## config.mk

```make
export PLATFORM = sky130hd
export DESIGN_NAME = positional_list_engine
export DESIGN_NICKNAME = d
export VERILOG_FILES = /design/src/design/ple_pkg.sv /design/src/design/positional_list_engine.sv /design/src/design/ple_ram.sv /design/src/design/ple_ctrl.sv
export SDC_FILE = /design/constraint.sdc
export NUM_CORES = 1
export LEC_CHECK = 0
export ABC_AREA = 1
export BUFFER_PORTS_ARGS = -buffer_cell sky130_fd_sc_hd__buf_2
export CAP_MARGIN = 20
export CORE_ASPECT_RATIO = 0.5
export CORE_MARGIN = 2
export CORE_UTILIZATION = 56
export CTS_CLUSTER_SIZE = 8
export DETAILED_ROUTE_END_ITERATION = 6
export PLACE_DENSITY = 0.77
export SYNTH_ARGS = -nofsm -noshare
export SYNTH_HDL_FRONTEND = slang
export SYNTH_HIERARCHICAL = 1
export SYNTH_SLANG_ARGS = --single-unit
```

## constraint.sdc

```tcl
create_clock -name clk -period 3.46 [get_ports clk]
set_input_delay 0.519 -clock clk [delete_from_list [all_inputs] [get_ports clk]]
set_output_delay 0.519 -clock clk [all_outputs]
set_load 0.01 [all_outputs]
```

## src/design/ple_pkg.sv

```systemverilog
package ple_pkg;

  localparam int DEPTH      = 16;
  localparam int DATA_WIDTH = 32;

  // Fixed field widths of the ports
  localparam int POS_W   = 5;
  localparam int VALUE_W = 32;
  localparam int COUNT_W = 5;

  localparam int ADDR_W = $clog2(DEPTH);
  localparam int CNT_W  = $clog2(DEPTH + 1);
  localparam int CMP_W  = (CNT_W > POS_W) ? CNT_W : POS_W;

  typedef enum logic [1:0] {
    ACT_APPEND = 2'd0,
    ACT_INSERT = 2'd1,
    ACT_READ   = 2'd2,
    ACT_REMOVE = 2'd3
  } ple_act_t;

  typedef enum logic [2:0] {
    S_IDLE,
    S_RD,
    S_WR,
    S_PUT,
    S_FETCH,
    S_DONE
  } ple_state_t;

  typedef struct packed {
    logic                  we;
    logic [ADDR_W-1:0]     waddr;
    logic [DATA_WIDTH-1:0] wdata;
    logic [ADDR_W-1:0]     raddr;
  } ple_ram_req_t;

  typedef struct packed {
    logic [VALUE_W-1:0] data;
    logic               ok;
    logic [COUNT_W-1:0] count;
  } ple_res_t;

endpackage

```

## src/design/positional_list_engine.sv

```systemverilog
// Bounded positional list: up to 16 words of 32 bits held in order.
// Input beat (in_valid/in_stall): in_action selects append, insert at
// in_position, read at in_position or remove at in_position; in_value is
// the word for append and insert. Every input beat yields exactly one
// output beat (out_valid/out_stall) with out_data_out, out_ok, out_count.
// Rejected actions (bad position, add into a full list) give out_ok 0,
// out_data_out 0 and leave the list untouched.
// Elements live in a single-port-write, registered-read RAM; insert and
// remove move the later elements one at a time through that RAM, with
// one read and one write per element moved.
// in_stall is high while an item is being worked on, so one item is in
// flight at a time; the output beat sits in its own register, so the next
// input beat can be taken while the last result still waits.
// Reset (rst_n low, synchronous) empties the list; slot contents are not
// cleared as a slot is only read once it has been written.
// If the receiver stalls, the output beat holds and the block finishes
// at most one further item, then waits.
module positional_list_engine (
  input  logic                           clk,
  input  logic                           rst_n,
  input  logic                           in_valid,
  output logic                           in_stall,
  input  logic [1:0]                     in_action,
  input  logic [ple_pkg::POS_W-1:0]      in_position,
  input  logic [ple_pkg::VALUE_W-1:0]    in_value,
  output logic                           out_valid,
  input  logic                           out_stall,
  output logic [ple_pkg::VALUE_W-1:0]    out_data_out,
  output logic                           out_ok,
  output logic [ple_pkg::COUNT_W-1:0]    out_count
);

  import ple_pkg::*;

  ple_ram_req_t          ram_req;
  logic [DATA_WIDTH-1:0] ram_rdata;
  logic                  busy;
  logic                  res_valid;
  logic                  res_take;
  ple_res_t              res;

  // Output register
  logic                  out_valid_r, out_valid_nxt;
  ple_res_t              out_res_r, out_res_nxt;

  ple_ctrl u_ctrl (
    .clk         (clk),
    .rst_n       (rst_n),
    .in_valid    (in_valid),
    .in_action   (ple_act_t'(in_action)),
    .in_position (in_position),
    .in_value    (in_value),
    .busy        (busy),
    .ram_req     (ram_req),
    .ram_rdata   (ram_rdata),
    .res_valid   (res_valid),
    .res         (res),
    .res_take    (res_take)
  );

  ple_ram #(
    .WIDTH (DATA_WIDTH),
    .DEPTH (DEPTH)
  ) u_slots (
    .clk   (clk),
    .we    (ram_req.we),
    .waddr (ram_req.waddr),
    .wdata (ram_req.wdata),
    .raddr (ram_req.raddr),
    .rdata (ram_rdata)
  );

  // The result moves into the output register whenever that is free or
  // being emptied this cycle
  assign res_take = !out_valid_r || !out_stall;

  always_comb begin
    out_valid_nxt = out_valid_r;
    out_res_nxt   = out_res_r;
    if (res_take) begin
      out_valid_nxt = res_valid;
      if (res_valid) begin
        out_res_nxt = res;
      end
    end
  end

  always_ff @(posedge clk) begin
    if (!rst_n) begin
      out_valid_r <= 1'b0;
    end else begin
      out_valid_r <= out_valid_nxt;
    end
  end

  always_ff @(posedge clk) begin
    out_res_r <= out_res_nxt;
  end

  assign in_stall     = busy;
  assign out_valid    = out_valid_r;
  assign out_data_out = out_res_r.data;
  assign out_ok       = out_res_r.ok;
  assign out_count    = out_res_r.count;

endmodule

```

## src/design/ple_ram.sv

```systemverilog
module ple_ram #(
  parameter int WIDTH = 32,
  parameter int DEPTH = 16
) (
  input  logic                     clk,
  input  logic                     we,
  input  logic [$clog2(DEPTH)-1:0] waddr,
  input  logic [WIDTH-1:0]         wdata,
  input  logic [$clog2(DEPTH)-1:0] raddr,
  output logic [WIDTH-1:0]         rdata
);

  logic [WIDTH-1:0] mem [DEPTH];
  logic [WIDTH-1:0] rdata_r;

  always_ff @(posedge clk) begin
    if (we) begin
      mem[waddr] <= wdata;
    end
    rdata_r <= mem[raddr];
  end

  assign rdata = rdata_r;

endmodule

```

## src/design/ple_ctrl.sv

```systemverilog
module ple_ctrl (
  input  logic                                 clk,
  input  logic                                 rst_n,
  input  logic                                 in_valid,
  input  ple_pkg::ple_act_t                    in_action,
  input  logic [ple_pkg::POS_W-1:0]            in_position,
  input  logic [ple_pkg::VALUE_W-1:0]          in_value,
  output logic                                 busy,
  output ple_pkg::ple_ram_req_t                ram_req,
  input  logic [ple_pkg::DATA_WIDTH-1:0]       ram_rdata,
  output logic                                 res_valid,
  output ple_pkg::ple_res_t                    res,
  input  logic                                 res_take
);

  import ple_pkg::*;

  ple_state_t            state_r, state_nxt;
  logic [ADDR_W-1:0]     idx_r, idx_nxt;
  logic [ADDR_W-1:0]     stop_r, stop_nxt;
  logic                  rm_r, rm_nxt;
  logic [DATA_WIDTH-1:0] word_r, word_nxt;
  logic [CNT_W-1:0]      count_r, count_nxt;
  logic [DATA_WIDTH-1:0] res_data_r, res_data_nxt;
  logic                  res_ok_r, res_ok_nxt;

  logic [CMP_W-1:0]  pos_ext, cnt_ext, ins_pos;
  logic              is_add, full, put_ok, get_ok;
  logic [ADDR_W-1:0] nbr;

  // Accept-time checks
  assign is_add  = (in_action == ACT_APPEND) || (in_action == ACT_INSERT);
  assign pos_ext = CMP_W'(in_position);
  assign cnt_ext = CMP_W'(count_r);
  assign ins_pos = (in_action == ACT_APPEND) ? cnt_ext : pos_ext;
  assign full    = (count_r == CNT_W'(DEPTH));
  assign put_ok  = !full && (ins_pos <= cnt_ext);
  assign get_ok  = pos_ext < cnt_ext;

  // Shared index step: up while closing a gap, down while opening one
  assign nbr = rm_r ? (idx_r + ADDR_W'(1)) : (idx_r - ADDR_W'(1));

  always_comb begin
    state_nxt = state_r;
    case (state_r)
      S_IDLE: begin
        if (in_valid) begin
          if (is_add) begin
            if (!put_ok) begin
              state_nxt = S_DONE;
            end else if (ins_pos == cnt_ext) begin
              state_nxt = S_PUT;
            end else begin
              state_nxt = S_RD;
            end
          end else begin
            state_nxt = get_ok ? S_FETCH : S_DONE;
          end
        end
      end
      S_RD:    state_nxt = S_WR;
      S_WR: begin
        if (nbr == stop_r) begin
          state_nxt = rm_r ? S_DONE : S_PUT;
        end else begin
          state_nxt = S_RD;
        end
      end
      S_PUT:   state_nxt = S_DONE;
      S_FETCH: state_nxt = (!rm_r || (idx_r == stop_r)) ? S_DONE : S_RD;
      S_DONE:  state_nxt = res_take ? S_IDLE : S_DONE;
      default: state_nxt = S_IDLE;
    endcase
  end

  always_comb begin
    idx_nxt       = idx_r;
    stop_nxt      = stop_r;
    rm_nxt        = rm_r;
    word_nxt      = word_r;
    count_nxt     = count_r;
    res_data_nxt  = res_data_r;
    res_ok_nxt    = res_ok_r;
    ram_req.we    = 1'b0;
    ram_req.waddr = idx_r;
    ram_req.wdata = ram_rdata;
    ram_req.raddr = nbr;
    case (state_r)
      S_IDLE: begin
        ram_req.raddr = ADDR_W'(in_position);
        if (in_valid) begin
          word_nxt     = DATA_WIDTH'(in_value);
          rm_nxt       = (in_action == ACT_REMOVE);
          res_data_nxt = '0;
          if (is_add) begin
            res_ok_nxt = put_ok;
            idx_nxt    = ADDR_W'(count_r);
            stop_nxt   = ADDR_W'(ins_pos);
          end else begin
            res_ok_nxt = get_ok;
            idx_nxt    = ADDR_W'(in_position);
            stop_nxt   = ADDR_W'(count_r - CNT_W'(1));
          end
        end
      end
      S_RD: begin
        ram_req.raddr = nbr;
      end
      S_WR: begin
        ram_req.we = 1'b1;
        idx_nxt    = nbr;
        if (rm_r && (nbr == stop_r)) begin
          count_nxt = count_r - CNT_W'(1);
        end
      end
      S_PUT: begin
        ram_req.we    = 1'b1;
        ram_req.waddr = stop_r;
        ram_req.wdata = word_r;
        count_nxt     = count_r + CNT_W'(1);
      end
      S_FETCH: begin
        res_data_nxt = ram_rdata;
        if (rm_r && (idx_r == stop_r)) begin
          count_nxt = count_r - CNT_W'(1);
        end
      end
      S_DONE: begin
      end
      default: begin
      end
    endcase
  end

  always_ff @(posedge clk) begin
    if (!rst_n) begin
      state_r <= S_IDLE;
      count_r <= '0;
    end else begin
      state_r <= state_nxt;
      count_r <= count_nxt;
    end
  end

  always_ff @(posedge clk) begin
    idx_r      <= idx_nxt;
    stop_r     <= stop_nxt;
    rm_r       <= rm_nxt;
    word_r     <= word_nxt;
    res_data_r <= res_data_nxt;
    res_ok_r   <= res_ok_nxt;
  end

  assign busy      = (state_r != S_IDLE);
  assign res_valid = (state_r == S_DONE);
  assign res.data  = VALUE_W'(res_data_r);
  assign res.ok    = res_ok_r;
  assign res.count = COUNT_W'(count_r);

endmodule
```

* Word level (Yosys, flattened, before mapping) *
Memories as Yosys holds them, arrays and structs flattened. A register that Yosys moved wholly into a read port is not among the register bits.
Cells that the tools add are included.

operators by class
  $add $sub $neg = 4
  $lt $le $gt $ge = 2
  equal/unequal tests = 14
  multiplexer cells = 27
  reduce and logical (&&, ||, !) cells = 22

operator list
  operator               number
  $pmux W32 S2           1
  $mux W36               1
  $mux W32               1
  $mux W3                7
  $mux W4                5
  $pmux W3 S6            1
  $mux W5                3
  $pmux W5 S3            1
  $eq A4 B4 Y1           2
  $pmux W4 S2            1
  $reduce_and A2 Y1      4
  $eq A3 B2 Y1 const B   2
  $eq A3 B3 Y1 const B   2
  $reduce_bool A3 Y1     2
  $add A5 B1 Y5 const B  1
  $eq A5 B5 Y1           1
  $eq A5 B5 Y1 const B   1
  $le A5 B5 Y1           1
  $lt A5 B5 Y1           1
  $mux W1                5
  $sub A5 B1 Y5 const B  1
  $add A4 B1 Y4 const B  1
  $logic_not A1 Y1       4
  $ne A2 B1 Y1 const B   2
  other kinds (13)       18

storage, ports and cells
  bits in registers = 121
  bits in writable memories = 512
  input bits = 43
  output and inout port bits = 40
  word-level logic and storage cells = 82
  memories kept = 1

memory list
  memory       words  bits a word  read ports  clocked after memory_dff  wr ports  RTL line       RTL
  u_slots.mem  16     32           1           1                         1         ple_ram.sv:13  logic [WIDTH-1:0] mem [DEPTH];

* Depth between registers and ports, before layout *
  depth in word-level cells = 8
  mapped depth = 15
  mapped depth without buffers = 13

* By module *
The synthesis kept the hierarchy.

by module, submodules not included
  module                  instances  cells each  area an instance (um^2)  seq. area each (um^2)
  ple_ram                 1          2120        22730.6                  16015.4
  ple_ctrl                1          438         4187.8                   2382.3
  positional_list_engine  1          44          1188.6                   1161.1

* Least setup slack after synthesis *
No wires, ideal clock.

  path type = reg2reg
  start = reg u_ctrl.state_r[0]
  end = reg u_ctrl.res_data_r[0] (enable)
  library setup time = 0.387 ns
  arrival = 3.278 ns
  data required time = 3.073 ns
  path slack = -0.204 ns
  cell stages (with the launch flop) = 8
  buffers on the path = 0
  period minus slack after synthesis = 3.664 ns
  path through = dfxtp_1 > nor2_1 > inv_2 > nor2_2 > inv_2 > nor2_1 > nor2_1 > inv_1

on the way
  word-level cells in the longest chain between the ends = 3
  elaborated cells on any way between the ends = 5
  classes of those cells = eq/ne: 2; reduce/logical: 3

ends and longest elaborated chain
  item                                                          RTL line         RTL
  start: declaration                                            ple_ctrl.sv:18   ple_state_t state_r, state_nxt;
  start signal: assignment                                      ple_ctrl.sv:140  state_r <= state_nxt;
  $eq A3 B3 Y1 or $logic_not A3 Y1 (tied branches)              ple_ctrl.sv:88   case (state_r)
  $reduce_bool A2 Y1 (no line) or $ne A2 B2 Y1 (tied branches)  --
  $reduce_and A2 Y1 (no line) *                                 --
  end signal: assignment                                        ple_ctrl.sv:150  res_data_r <= res_data_nxt;
  end: declaration                                              ple_ctrl.sv:24   logic [DATA_WIDTH-1:0] res_data_r, res_data_nxt;

Mark *: on every way between the ends. The rest lies on a longest branch, timed or not.
A chain may end at the register's enable or synchronous reset.

==> results.md <==
- VDD IR max: 0.986 mV
- Sw Pwr: ~11000 uW
- DRT iter0 DRCs: approximately 2400
- GRT Util Overall: between 20 and 30%
- First-pass GRT wire length: 103000 um
- Post-CTS Setup Bufs: 0
- P_int: roughly 19000 uW
- Power per cell area: ~950 nW/um2
- Normalized max-slew margin: approximately 30%
- Status: finished, violations left
- R2R cell count: 7
- Layout cell share with drive strength beyond 1: approximately 11%
- Core area: 49100 um2
- EDFF count, synth: 624
- DRC errors left: 4
- Reg clk slew, reported paths: about 0.050 ns
- Initial Utilization: between 50% and 60%
- Initial antenna violation count: 1
- Synth area leaders: edfxtp_1 (67%), nand2_1 (10%), nand3_1 (7.1%), inv_1 (6.0%), dfxtp_1 (2.9%)
- Number of library cell types mapped by synthesis: 39
- Drt via density: 5.48
- Cells after synthesis: 2602
- Clock Path Buffers: 3
- GP Congestion: ~0.9
- Synth top area share: between 60% and 70%
- Crit path required time: roughly 3.7 ns
- Syn nets: between 2000 and 3000
- # clock sinks: around 670
- Fillcell total: roughly 3500
- FF+latch count, synth: between 600 and 700
- Worst Max-Slew Pin Slew: approximately 1.1 ns
- Slew Limit Fails: 0
- Root Buffer: clkbuf_16
- Register area share after synthesis: a little under 70%
- Setup Crit Path Kind: flip-flop to flip-flop
- Total grt overflow: 0
- Worst-path maximum fanout: 24
- Hold crit path type: primary input to flip-flop
- Area of the die: between 50000 and 60000 um2
- Post-CTS Resized: 0
- Ys flop type: edfxtp_1
- Syn. warnings: 6
- IO Port Bufs: 82
- Core Util, Final: 65.7%
- Clock group share of total power: between 20% and 30%
- Reg-to-reg slack, setup: around 0.64 ns
- Io pins: 83
- Pleak: ~0.014 uW
- Worst-Skew Late Latency: 0.63 ns
- Die height: between 150 and 200 um
- CP Launch Type: flip-flop
- Synth cell count leaders: nand2_1 (767), edfxtp_1 (624), inv_1 (449), nand3_1 (400), nor2_1 (64)
- RSZ-0062 raised after global routing: false
- WHS Path Cells: 1
- Final Hold Fails: 0
- CP endpoint kind: flip-flop
- Combinational power share: about 37%
- Hold endpoint: u_ctrl/word_r[24]$_DFFE_PP_
- Sequential power share: between 30% and 40%
- Post-route ant nets: 0
- Ant diodes: 0
- Switching Fraction: ~38%
- Die Span X: between 300 and 400 um
- Routed WL: about 66000 um
- Hold Crit Start: in_value[24]
- Crit share post-route: slightly above 80%
- Number of global-route vias before repair: ~19000
- Worst clock skew: between 0.02 and 0.03 ns
- # rows: 57
- Final setup fails: 0
- Post-Synthesis Mean Instance Area: roughly 11 um2
- Synthesized cell area: roughly 28000 um2
- Final #Nets: about 2800
- Largest net degree at the start of global routing: roughly 190
- Worst path arrival time: approximately 3.1 ns
- Worst r2r dst: u_slots/mem[7][12]$_DFFE_PP_
- Detailed Place HPWL: ~35000 um
- Fmax achieved: approximately 0.36 GHz
- # H-tree levels: 3
- Area Overhead vs Synth: 14.6%
- DRT Pass-1 Iters: 7
- Setup TNS: 0 ns
- Beginning of the worst register-to-register path: u_ctrl/state_r[0]$_SDFFE_PN0P_
- WL/cell: roughly 19 um
- Via Count: around 19000
- Post-synth top area cell: edfxtp_1
- CTS tree: done
- Min Clock Period, post-route: 2.82 ns
- Post-CTS Hold Buffers: 0
- Max Cap Viol: 0
- Violations in the final reports: DRC
- TritonCTS Buffers: 93
- Async SR Flop Fraction: 0%
- Top-count cell post-synth: nand2_1
==> logic make-up after synthesis <==
family	synth area share, %
flops	69.6
compound gates	1.58
buf+inv	8.88
simple gates	18.8
xor+xnor	0.463
fa+ha+maj	0.650
==> per-stage QoR <==
stage | setup slack [ns] | instances | hold slack (ns) | instance area [um2] | power (uW)
after floorplan | 0.310 | 2602 | 0.400 | 28100 | 18800
after global placement | 0.725 | 3296 | 0.400 | 29500 | 21700
after detailed placement | 0.705 | 3297 | 0.405 | 29500 | 22000
after CTS | 0.704 | 3461 | 0.0409 | 32200 | 30400
after global routing | 0.370 | 3462 | 0.0575 | 32200 | 32000
final | 0.644 | 3462 | 0.0612 | 32200 | 30500
==> sequential cells by signal, summed over array words and instances (netlist names) <==
| register | flops |
|---|---|
| u_ctrl/rm_r | 1 |
| u_ctrl/stop_r | 4 |
| u_ctrl/res_ok_r | 1 |
| out_count | 5 |
| out_data_out | 32 |
| u_ctrl/idx_r | 4 |
| out_ok | 1 |
| u_slots/mem | 512 |
| u_ctrl/res_data_r | 32 |
| u_slots/rdata | 32 |
| u_ctrl/word_r | 32 |
| out_valid | 1 |
| u_ctrl/cnt_ext | 5 |
| u_ctrl/state_r | 3 |
==> power groups by stage <==
stage	combinational (uW)	clock [uW]	sequential [uW]
after floorplan	7650	0	11100
after global placement	10500	0	11200
after detailed placement	10800	0	11200
after CTS	11000	8390	11000
after global routing	12200	8740	11100
final	11200	8320	11000
==> routing by layer <==
layer	vias to the layer above	wire (um)	track usage (%)
met3	142	5880	4.49
met1	9058	26500	34.2
met5	-	11	0
met2	984	32100	43.3
li1	8777	-	-
met4	2	1720	9.37
==> cells in the final DEF, fill, tap and decap left out, types with 14 or more instances in the layout <==
cell       instances
clkbuf_16         94
inv_1            447
dfxtp_1           41
nor2_4            19
nand3_1          400
o21ai_0           49
buf_4             69
clkbuf_1          66
edfxtp_1         624
nand2_1          767
buf_12            14
a21oi_1           14
buf_2             82
nor2_1            47
==> layout make-up <==
class | instances | area, um2 | area share [%]
repair buffers | 166 | 1220 | 3.79
clock inverters | 4 | 67.6 | 0.210
flip-flops and latches | 665 | 19600 | 60.7
multi-input cells | 1362 | 6240 | 19.4
clock buffers | 160 | 2600 | 8.07
well taps | 649 | 812 | 2.52
inverters | 456 | 1720 | 5.34
==> worst max path at each step <==
stage	depth (start not counted)	slack, ns	endpoint	from
6_report	7	0.64	u_slots/mem[7][12]$_DFFE_PP_	u_ctrl/state_r[0]$_SDFFE_PN0P_
5_1_grt	7	0.37	u_slots/mem[7][0]$_DFFE_PP_	u_ctrl/state_r[0]$_SDFFE_PN0P_
4_1_cts	7	0.70	u_slots/mem[7][31]$_DFFE_PP_	u_ctrl/state_r[0]$_SDFFE_PN0P_
3_5_place_dp	11	0.71	u_ctrl/res_ok_r$_DFFE_PP_	in_action[1]
3_3_place_gp	11	0.73	u_ctrl/res_ok_r$_DFFE_PP_	in_action[1]
2_1_floorplan	8	0.31	u_slots/mem[12][0]$_DFFE_PP_	u_ctrl/state_r[0]$_SDFFE_PN0P_
==> worst max-delay path, cell delays in order, from the launching register on <==
cell	delay (ns)
dfxtp_1	0.37
inv_1	0.11
nor3_4	0.29
inv_1	0.18
o21ai_0	0.41
nand3b_1	0.42
nor2_4	0.21
buf_4	0.44
(Power assumes the default switching activity.)
